File: src/hdl/assert_macros.svh
// ----------------------------------------------------------------------------
// assertion macros
// clocked concurrent checks on clk, disabled while rst is high
// ----------------------------------------------------------------------------
`ifndef ASSERT_MACROS_SVH
`define ASSERT_MACROS_SVH

// property must hold at every clock edge out of reset
`define WMF_ASSERT(label, prop, msg) \
  label: assert property (@(posedge clk) disable iff (rst) prop) else $error(msg);

// expression must never be true at a clock edge out of reset
`define WMF_ASSERT_NEVER(label, expr, msg) \
  label: assert property (@(posedge clk) disable iff (rst) !(expr)) else $error(msg);

`endif

File: src/hdl/wmf_pkg.sv
// ----------------------------------------------------------------------------
// wmf_pkg
// shared widths, register indexes, mode codes and control types of the
// window median / trimmed mean filter
// ----------------------------------------------------------------------------
`default_nettype none

package wmf_pkg;

  localparam int SAMPLE_W       = 12;
  localparam int MODE_W         = 2;
  localparam int WLEN_W         = 5;
  localparam int CFG_IDX_W      = 4;
  localparam int CFG_DATA_W     = 8;
  localparam int MAX_WINDOW_DEF = 16;
  localparam int MIN_WINDOW     = 3;

  // register indexes
  localparam logic [CFG_IDX_W-1:0] REG_FILTER_MODE = 4'd0;
  localparam logic [CFG_IDX_W-1:0] REG_WINDOW_LEN  = 4'd1;

  // filter modes, any other code acts as median
  localparam logic [MODE_W-1:0] MODE_MEAN   = 2'd0;
  localparam logic [MODE_W-1:0] MODE_MEDIAN = 2'd1;
  localparam logic [MODE_W-1:0] MODE_TRIM   = 2'd2;

  localparam logic [MODE_W-1:0] MODE_RESET = MODE_MEDIAN;
  localparam logic [WLEN_W-1:0] WLEN_RESET = 5'd5;

  typedef struct packed {
    logic load_sample;
    logic insert;
    logic acc_step;
    logic div_load;
    logic div_step;
    logic load_out;
  } cmd_t;

  typedef struct packed {
    logic window_done;
    logic acc_last;
    logic div_last;
  } sts_t;

endpackage

`default_nettype wire

File: src/hdl/wmf_ctrl.sv
// ----------------------------------------------------------------------------
// wmf_ctrl
// sequencer: sample capture, sorted insert, window accumulate, divide and
// output register handoff
// ----------------------------------------------------------------------------
`default_nettype none

module wmf_ctrl (
  input  wire logic          clk,
  input  wire logic          rst,
  input  wire logic          in_valid,
  output logic               in_ready,
  output logic               out_valid,
  input  wire logic          out_ready,
  input  wire wmf_pkg::sts_t st,
  output wmf_pkg::cmd_t      cmd
);

  typedef enum logic [4:0] {
    S_IDLE   = 5'b00001,
    S_INSERT = 5'b00010,
    S_ACC    = 5'b00100,
    S_DIV    = 5'b01000,
    S_OUT    = 5'b10000
  } state_t;

  state_t state, state_next;

  always_comb begin
    state_next = state;
    cmd        = '0;
    case (state)
      S_IDLE: begin
        if (in_valid) begin
          cmd.load_sample = 1'b1;
          state_next      = S_INSERT;
        end
      end
      S_INSERT: begin
        cmd.insert = 1'b1;
        state_next = st.window_done ? S_ACC : S_IDLE;
      end
      S_ACC: begin
        cmd.acc_step = 1'b1;
        if (st.acc_last) begin
          cmd.div_load = 1'b1;
          state_next   = S_DIV;
        end
      end
      S_DIV: begin
        cmd.div_step = 1'b1;
        if (st.div_last) begin
          state_next = S_OUT;
        end
      end
      S_OUT: begin
        // wait until the output register is free or being emptied
        if (!out_valid || out_ready) begin
          cmd.load_out = 1'b1;
          state_next   = S_IDLE;
        end
      end
      default: begin
        state_next = S_IDLE;
      end
    endcase
  end

  always_ff @(posedge clk) begin
    if (rst) begin
      state     <= S_IDLE;
      out_valid <= 1'b0;
    end else begin
      state <= state_next;
      if (cmd.load_out) begin
        out_valid <= 1'b1;
      end else if (out_ready) begin
        out_valid <= 1'b0;
      end
    end
  end

  assign in_ready = (state == S_IDLE);

endmodule

`default_nettype wire

File: src/hdl/wmf_dp.sv
// ----------------------------------------------------------------------------
// wmf_dp
// datapath: sorted window store with parallel insert, accumulator over a
// range of sorted entries, restoring divider and output data register
// ----------------------------------------------------------------------------
`default_nettype none

module wmf_dp #(
  parameter int MAX_WINDOW = wmf_pkg::MAX_WINDOW_DEF
) (
  input  wire logic                          clk,
  input  wire logic                          rst,
  input  wire wmf_pkg::cmd_t                 cmd,
  output wmf_pkg::sts_t                      st,
  input  wire logic [wmf_pkg::MODE_W-1:0]    mode,
  input  wire logic [wmf_pkg::WLEN_W-1:0]    wlen,
  input  wire logic [wmf_pkg::SAMPLE_W-1:0]  sample,
  output logic      [wmf_pkg::SAMPLE_W-1:0]  filtered
);

  localparam int SW    = wmf_pkg::SAMPLE_W;
  localparam int LEN_W = $clog2(MAX_WINDOW + 1);
  localparam int IDX_W = $clog2(MAX_WINDOW);
  localparam int CMP_W = (LEN_W > wmf_pkg::WLEN_W) ? LEN_W : wmf_pkg::WLEN_W;
  localparam int SUM_W = SW + LEN_W;
  localparam int DC_W  = $clog2(SUM_W + 1);

  logic [SW-1:0]    smp;
  logic [SW-1:0]    store      [MAX_WINDOW];
  logic [SW-1:0]    store_next [MAX_WINDOW];
  logic [MAX_WINDOW-1:0] gt;
  logic [LEN_W-1:0] fill;
  logic [LEN_W-1:0] eff_len;
  logic [CMP_W-1:0] wl_ext;

  logic [IDX_W-1:0] k;
  logic [LEN_W-1:0] cnt;
  logic [LEN_W-1:0] dvsr;
  logic [SUM_W-1:0] acc;
  logic [SUM_W-1:0] sum_next;
  logic [SW-1:0]    rd_data;

  logic [LEN_W-1:0] rem;
  logic [SUM_W-1:0] quo;
  logic [DC_W-1:0]  dcnt;
  logic [LEN_W:0]   shifted;
  logic [LEN_W:0]   diff;
  logic             q_bit;

  logic [IDX_W-1:0] first_idx;
  logic [LEN_W-1:0] take_cnt;

  logic [SW-1:0]    out_data;

  // clamp the programmed length into the legal window range
  assign wl_ext = CMP_W'(wlen);
  always_comb begin
    if (wl_ext < CMP_W'(wmf_pkg::MIN_WINDOW)) begin
      eff_len = LEN_W'(wmf_pkg::MIN_WINDOW);
    end else if (wl_ext > CMP_W'(MAX_WINDOW)) begin
      eff_len = LEN_W'(MAX_WINDOW);
    end else begin
      eff_len = LEN_W'(wl_ext);
    end
  end

  assign st.window_done = ({1'b0, fill} + (LEN_W+1)'(1)) >= {1'b0, eff_len};

  // each slot keeps its entry, takes its lower neighbor, or takes the sample
  always_comb begin
    for (int i = 0; i < MAX_WINDOW; i++) begin
      gt[i] = (i < int'(fill)) && (store[i] > smp);
    end
    store_next[0] = ((fill != '0) && !gt[0]) ? store[0] : smp;
    for (int i = 1; i < MAX_WINDOW; i++) begin
      if ((i < int'(fill)) && !gt[i]) begin
        store_next[i] = store[i];
      end else if (gt[i-1]) begin
        store_next[i] = store[i-1];
      end else if (i <= int'(fill)) begin
        store_next[i] = smp;
      end else begin
        store_next[i] = store[i];
      end
    end
  end

  // entry range and divisor per mode
  always_comb begin
    case (mode)
      wmf_pkg::MODE_MEAN: begin
        first_idx = '0;
        take_cnt  = eff_len;
      end
      wmf_pkg::MODE_TRIM: begin
        first_idx = IDX_W'(1);
        take_cnt  = eff_len - LEN_W'(2);
      end
      default: begin
        first_idx = IDX_W'(eff_len >> 1);
        take_cnt  = LEN_W'(1);
      end
    endcase
  end

  assign rd_data     = store[k];
  assign sum_next    = acc + SUM_W'(rd_data);
  assign st.acc_last = (cnt == LEN_W'(1));

  // restoring divide, one quotient bit a cycle
  assign shifted     = {rem, quo[SUM_W-1]};
  assign diff        = shifted - {1'b0, dvsr};
  assign q_bit       = (shifted >= {1'b0, dvsr});
  assign st.div_last = (dcnt == DC_W'(1));

  always_ff @(posedge clk) begin
    if (cmd.load_sample) begin
      smp <= sample;
    end
    if (cmd.insert) begin
      store <= store_next;
    end
    if (cmd.insert && st.window_done) begin
      k    <= first_idx;
      dvsr <= take_cnt;
      acc  <= '0;
    end else if (cmd.acc_step) begin
      k   <= k + IDX_W'(1);
      acc <= sum_next;
    end
    if (cmd.div_load) begin
      quo <= sum_next;
      rem <= '0;
    end else if (cmd.div_step) begin
      quo <= {quo[SUM_W-2:0], q_bit};
      rem <= q_bit ? diff[LEN_W-1:0] : shifted[LEN_W-1:0];
    end
    if (cmd.load_out) begin
      out_data <= quo[SW-1:0];
    end
  end

  always_ff @(posedge clk) begin
    if (rst) begin
      fill <= '0;
      cnt  <= '0;
      dcnt <= '0;
    end else begin
      if (cmd.insert) begin
        fill <= st.window_done ? '0 : fill + LEN_W'(1);
      end
      if (cmd.insert && st.window_done) begin
        cnt <= take_cnt;
      end else if (cmd.acc_step) begin
        cnt <= cnt - LEN_W'(1);
      end
      if (cmd.div_load) begin
        dcnt <= DC_W'(SUM_W);
      end else if (cmd.div_step) begin
        dcnt <= dcnt - DC_W'(1);
      end
    end
  end

  assign filtered = out_data;

endmodule

`default_nettype wire

File: src/hdl/window_median_trimmed_mean_filter_core.sv
// a sample that does not complete a window passes through insert and back to ready
// a completing sample passes insert, a serial sum of n entries, a divide and the
// output handoff; n is the window length, length-2, or 1 for median
// the accumulator is serial and the divider makes one quotient bit per cycle
// the output register holds a result while the next sample is taken
// synchronous reset clears the fill count and handshakes, mode to median, length 5
// ----------------------------------------------------------------------------
// window_median_trimmed_mean_filter_core
// windowed mean, median or trimmed mean over sorted converter samples
// ----------------------------------------------------------------------------
`default_nettype none
`include "assert_macros.svh"

module window_median_trimmed_mean_filter_core #(
  parameter int MAX_WINDOW = wmf_pkg::MAX_WINDOW_DEF
) (
  input  wire logic                            clk,
  input  wire logic                            rst,
  input  wire logic                            in_valid,
  output logic                                 in_ready,
  input  wire logic [wmf_pkg::SAMPLE_W-1:0]    sample,
  output logic                                 out_valid,
  input  wire logic                            out_ready,
  output logic      [wmf_pkg::SAMPLE_W-1:0]    filtered,
  input  wire logic                            cfg_valid,
  output logic                                 cfg_ready,
  input  wire logic [wmf_pkg::CFG_IDX_W-1:0]   cfg_index,
  input  wire logic [wmf_pkg::CFG_DATA_W-1:0]  cfg_data
);

  logic [wmf_pkg::MODE_W-1:0] filter_mode;
  logic [wmf_pkg::WLEN_W-1:0] window_len;
  wmf_pkg::cmd_t              cmd;
  wmf_pkg::sts_t              st;

  assign cfg_ready = 1'b1;

  always_ff @(posedge clk) begin
    if (rst) begin
      filter_mode <= wmf_pkg::MODE_RESET;
      window_len  <= wmf_pkg::WLEN_RESET;
    end else if (cfg_valid && cfg_ready) begin
      case (cfg_index)
        wmf_pkg::REG_FILTER_MODE: filter_mode <= cfg_data[wmf_pkg::MODE_W-1:0];
        wmf_pkg::REG_WINDOW_LEN:  window_len  <= cfg_data[wmf_pkg::WLEN_W-1:0];
        default: begin
        end
      endcase
    end
  end

  wmf_ctrl u_ctrl (
    .clk       (clk),
    .rst       (rst),
    .in_valid  (in_valid),
    .in_ready  (in_ready),
    .out_valid (out_valid),
    .out_ready (out_ready),
    .st        (st),
    .cmd       (cmd)
  );

  wmf_dp #(
    .MAX_WINDOW (MAX_WINDOW)
  ) u_dp (
    .clk      (clk),
    .rst      (rst),
    .cmd      (cmd),
    .st       (st),
    .mode     (filter_mode),
    .wlen     (window_len),
    .sample   (sample),
    .filtered (filtered)
  );

  `WMF_ASSERT(a_busy_after_accept, in_valid && in_ready |=> !in_ready, "ready after accept")
  `WMF_ASSERT(a_hold_after_divide, cmd.div_step && st.div_last |=> !in_ready, "ready before output")
  `WMF_ASSERT(a_load_sets_valid, cmd.load_out |=> out_valid, "result not presented")
  `WMF_ASSERT_NEVER(a_idle_while_busy, in_ready && (cmd.acc_step || cmd.div_step), "ready mid window")

endmodule

`default_nettype wire

File: config.mk
export PLATFORM = sky130hd
export DESIGN_NAME = window_median_trimmed_mean_filter_core
export DESIGN_NICKNAME = d
export VERILOG_FILES = /design/src/hdl/wmf_pkg.sv /design/src/hdl/wmf_ctrl.sv /design/src/hdl/wmf_dp.sv /design/src/hdl/window_median_trimmed_mean_filter_core.sv
export VERILOG_INCLUDE_DIRS = /design/src /design/src/hdl
export SDC_FILE = /design/constraint.sdc
export NUM_CORES = 1
export LEC_CHECK = 0
export BUFFER_PORTS_ARGS = -buffer_cell sky130_fd_sc_hd__clkbuf_2
export CORE_MARGIN = 1
export CORE_UTILIZATION = 58
export DETAILED_ROUTE_END_ITERATION = 6
export GPL_TIMING_DRIVEN = 1
export PLACE_DENSITY = 0.75
export SLEW_MARGIN = 20
export SYNTH_ARGS = -nofsm -noshare
export SYNTH_HDL_FRONTEND = slang
export SYNTH_SLANG_ARGS = --single-unit
File: constraint.sdc
create_clock -name clk -period 3.35 [get_ports clk]
set_input_delay 0.67 -clock clk [delete_from_list [all_inputs] [get_ports clk]]
set_output_delay 0.67 -clock clk [all_outputs]
set_load 0.03 [all_outputs]
* Yosys cells after proc, flatten, opt, wreduce, memory -nomap -nowiden
Index checks and enable logic that the tools add are counted.
** Cells by class
- $lt $le $gt $ge :: 52
- Add/subtract/negate cells :: 8
- Bitwise logic cells :: 17
- Reductions and logical operators :: 92
- Mux-type cells :: 63
- Equal/unequal tests :: 13
** Operators with widths (count)
- $mux 12 :: 32
- $gt 12x12->1 :: 16
- $mux 5 :: 12
- $bmux 12 s4 :: 1
- $reduce_and 3->1 :: 15
- $le 4x5->1 const A :: 8
- $lt 4x5->1 const A :: 8
- $reduce_bool 2->1 :: 18
- $mux 17 :: 2
- $logic_and 1x1->1 :: 33
- $pmux 5 s5 :: 1
- $le 3x5->1 const A :: 4
- $lt 3x5->1 const A :: 4
- $add 17x12->17 :: 1
- $logic_not 1->1 :: 17
- $not 1->1 :: 16
- $eq 5x1->1 const B :: 3
- $ge 6x5->1 :: 2
- $le 2x5->1 const A :: 2
- $lt 1x5->1 const A :: 2
- $lt 2x5->1 const A :: 2
- $pmux 5 s2 :: 1
- $sub 5x1->5 const B :: 2
- $mux 1 :: 9
- other kinds (29) :: 34
** Word-level totals
- Bits of input ports :: 29
- Bits in registers :: 292
- Output and inout port bits :: 15
- Logic and storage cells :: 276

* Depth between registers and ports, before layout
- Word-level depth :: 6
- Mapped depth :: 13
- Depth with buffers taken out :: 11

* By module
A second synthesis with hierarchy kept.
** Unflattened totals
- Cell total of the unflattened synthesis :: 1653
- Area, all modules :: 19004.5 um^2
** By module, submodules not included
- wmf_dp :: times used 1, cells an instance 1577, area an instance 18301.3 um^2, sequential area each 8007.7 um^2
- wmf_ctrl :: times used 1, cells an instance 44, area an instance 376.6 um^2, sequential area each 120.1 um^2
- window_median_trimmed_mean_filter_core :: times used 1, cells an instance 32, area an instance 326.6 um^2, sequential area each 140.1 um^2

* Least setup slack after synthesis
OpenSTA, ideal clock, no wires.
- Path type :: reg-to-reg
- From :: reg u_dp.k[0]
- To :: reg u_dp.quo[13], data pin
- Path slack :: -317 ps
- Required time :: 3081 ps
- Stages on the path, launching flop included :: 12
- Buffers on the path :: 2
- Clock period less this slack :: 3667 ps
- Arrival time :: 3398 ps
- Setup time :: 269 ps
- Cell sequence :: edfxtp_1 clkbuf_1 buf_1 mux4_2 mux4_2 ha_1 o211ai_1 o21ai_0 o211ai_1 a21boi_0 xnor2_1 o21ai_0
** Between the ends
- Word-level cells in the longest chain between the ends :: 6
** Ends and longest elaborated chain
- start: declaration :: RTL line wmf_dp.sv:36 : logic [IDX_W-1:0] k;
- start signal: assignment :: RTL line wmf_dp.sv:124 : k <= first_idx;
- start signal: assignment :: RTL line wmf_dp.sv:128 : k <= k + IDX_W'(1);
- $not 4->5 (not written as such) :: RTL line wmf_dp.sv:106 : assign rd_data = store[k];
- $bmux 12 s4 :: RTL line wmf_dp.sv:106
- $mux 12 (not written as such) (2 in series) :: RTL line wmf_dp.sv:106
- $add 17x12->17 :: RTL line wmf_dp.sv:107 : assign sum_next = acc + SUM_W'(rd_data);
- $mux 17 :: RTL line wmf_dp.sv:131 : if (cmd.div_load) begin
- end signal: assignment :: RTL line wmf_dp.sv:132 : quo <= sum_next;
- end signal: assignment :: RTL line wmf_dp.sv:135 : quo <= {quo[SUM_W-2:0], q_bit};
- end: declaration :: RTL line wmf_dp.sv:44 : logic [SUM_W-1:0] quo;
Every way passes these cells. The select of a mux whose other input is x is not followed.
A chain may end at the register's enable or synchronous reset.

* Final worst setup path
- From :: reg u_dp.k[0]
- To :: reg u_dp.quo[11], data pin
Same word-level chain as after synthesis.

==> metrics <==
GP Congestion 0.951; crit path DAT 3.90 ns; Final Slew Violations 0; CTS clk-pin slew, worst paths 0.07 ns; Pwr Density 550 nW/um^2; wire length per cell 24.8 um; Sw Share 0.331; first-pass GRT wire length 84.0 mm; dpl hpwl 40.5 mm; CTS tree done; Hold Violations, Final 0; pin count of the biggest net entering global routing 49; Comb power frac 0.347; Pint 0.00807 W; peak supply drop 481 uV; Seq pwr share 0.368; total CTS buffers 31; number of global-route vias before repair 14489; CTS H-tree lvls 1; Pleak 8.51 nW; num rows 65; layout cell share with drive strength beyond 1 0.256; Avg Cell Area, Syn 11.5 um^2; Post-synth EDFFs 242; Register Area 8270 um^2; Worst-Margin Slew 1.05 ns; Final ANT Viol Nets 0; area of the core 31600 um^2; most common cell after layout, fill and taps aside edfxtp_1; period utilization 1.07; Post-Route WL 55.5 mm; Switch Pwr 0.00400 W; Clock Sinks 292; worst hold path class in2reg; Synth Area in Compound Gates 0.120; Clk Latency, worst-skew pair 0.57 ns; footprint of the multi-input gates 10300 um^2; Synth Instances 1626; vias per cell 6.67; CP required 3.67 ns; Simple-Gate Fraction of Synth Area 0.106; DR vias 14882; multiplexer share of the synthesized area 0.141; Die Height 182 um; Ys Warns 0; largest family of logic cells by synthesized area adder cells; failing checks DRC, setup timing; nets 2059; CP peak stage delay 0.57 ns; GRT Util Overall 0.335; Final setup viols 15; Bufs and invs on worst path 4; Die Width 182 um; Initial DRT Pass Iterations 7; initial antenna violation count 1; worst path cell trace buf_12 -> buf_12 -> mux4_2 -> mux4_2 -> ha_4 -> o211ai_1 -> o21ai_2 -> o211ai_1 -> buf_4 -> buf_4 -> nand3_4 -> a31oi_4 -> mux2_4; Initial DRC Count 1317; Initial Utilization 0.592; CTS root buffer clkbuf_16; DIE AREA 33000 um^2; syn nets 1880; Synth async-reset ratio 0; register bit count reported by yosys 292; outcome finished, violations left; # fillers 2217; Critical Path Fanout Max 8; Buffers on Ports 39; Finished Layout Cells 2232; worst setup margin -0.229 ns; CP startpoint kind flop; Clk network pwr share 0.285; max cap viols 0; fmax 279 MHz; WS Path Type reg2reg; CTS max path bufs 3; post-layout min period 3.58 ns; Overflow after GRT 0; Synth Cell Area 18700 um^2; placed inst area 20400 um^2; XOR/XNOR Fraction of Synth Area 0.0131; crit-path leading delay family multiplexers; adder-cell area share of the yosys netlist 0.151; relative slew slack 0.297; Cell variety after synth 73; ys flop type edfxtp_1; # hold bufs at CTS 0; I/O pins 44; Layout area overhead 17.3%; Hold Slack 0.283 ns; Worst Setup End Kind flop; Final Power 0.0121 W; crit path max-delay cell type mux4_2; skew final 0.0121 ns; RSZ-0062 raised after global routing yes; dpl cells 2155; Seq/Total Area, Yosys 0.442; post-route design area 22000 um^2; commonest cells after routing, fill and taps aside edfxtp_1, ha_1, nand2_1, buf_4, o21ai_0; DRC Markers 6
metrics by stage:
stage               worst slack (ns)   util  setup TNS [ns]
finish                        -0.229  0.694           -2.25
floorplan                    0.00565      -               0
global route                  -0.330  0.694           -4.16
detailed placement            -0.272  0.645           -2.84
global placement              -0.248  0.645           -2.48
CTS                           -0.168  0.687           -1.18
kinds of logic (layout without fill, tap and decap cells):
kind of cell             after synthesis  in the layout
flip-flops                           292            292
AND/OR/NAND/NOR                      405            405
AO/OA/AOI/OAI                        371            371
adder cells (fa/ha/maj)              225            225
other                                  1              2
multiplexers                         175            175
XOR/XNOR                              28             28
buffers and inverters                129            332
cell usage after synthesis (all sizes together) (4+ instances only):
cell type  instances  area share
buf               22      0.0062
xnor2             15      0.0070
nand4             37       0.012
dfxtp             50       0.053
and2               8      0.0027
and4               4      0.0019
a221oi             6      0.0038
nor3              25      0.0067
o21ai            138       0.037
a2111oi            7      0.0033
edfxtp           242        0.39
a211oi            13      0.0055
a31oi             11      0.0037
mux2i              8      0.0043
nor4b              4      0.0019
mux2             107       0.064
nor3b              6      0.0033
o211ai            19      0.0076
nand2b            11      0.0037
xor2              13      0.0061
o21bai             4      0.0016
clkbuf            45      0.0090
a21oi            112       0.030
a21o              20      0.0080
inv               62       0.012
o21a               7      0.0028
and3               8      0.0027
nand3b             6      0.0024
nor2b             15      0.0050
nor4               4      0.0013
nor2              54       0.011
a211o              4      0.0019
a22o               4      0.0019
or3                9      0.0033
mux4              60       0.072
nand2            159       0.032
nand3             48       0.013
ha               223        0.15
area by class of cell:
| type | instances | area share |
|---|---|---|
| Sequential cell | 292 | 0.377 |
| Clock buffer | 36 | 0.0366 |
| Inverter | 62 | 0.0106 |
| Tap cell | 402 | 0.0229 |
| Multi-Input combinational cell | 1205 | 0.469 |
| Clock inverter | 21 | 0.00889 |
| Antenna cell | 1 | 0.000114 |
| Timing Repair Buffer | 213 | 0.0751 |
power by group through the flow:
stage | clock, W | combinational [W] | sequential (W)
final | 0.00343 | 0.00419 | 0.00445
after global routing | 0.00358 | 0.00451 | 0.00446
after CTS | 0.00346 | 0.00380 | 0.00443
after detailed placement | 0 | 0.00359 | 0.00448
after global placement | 0 | 0.00343 | 0.00447
after floorplan | 0 | 0.00219 | 0.00447
path summary, 6_finish.rpt:
path              cells past startpoint  slack, ns   startpoint               end
hold reg to reg                       0       0.46  u_dp.quo[5]  u_dp.filtered[5]
setup / recovery                     13      -0.23    u_dp.k[0]      u_dp.quo[11]
setup reg to reg                     13      -0.23    u_dp.k[0]      u_dp.quo[11]
hold / removal                        1       0.28    sample[9]       u_dp.smp[9]
state kept, by name, summed over array words and instances, names as in the netlist:
register / cells
u_ctrl.state: 5
u_dp.dcnt: 5
u_dp.fill: 5
u_ctrl.out_valid: 1
u_dp.cnt: 5
u_dp.filtered: 12
filter_mode: 2
u_dp.acc: 17
u_dp.smp: 12
u_dp.quo: 17
u_dp.rem: 5
window_len: 5
u_dp.k: 4
u_dp.dvsr: 5
u_dp.store: 192
timing repair:
action,in CTS,in global routing
gates resized for setup,35,38
endpoints found under the hold margin,0,0
pin swaps,3,21
setup buffers,11,7
endpoints found under the setup margin,18,23
gates cloned,1,2
metal layers:
layer / track usage / up-vias / share of wire
met4: 0.154 / 2 / 0.056
met2: 0.557 / 823 / 0.47
met3: 0.0660 / 202 / 0.093
met5: 0 / - / 0.00016
li1: - / 6652 / -
met1: 0.423 / 7203 / 0.38
No activity file was read; power rests on OpenSTA's default activity.
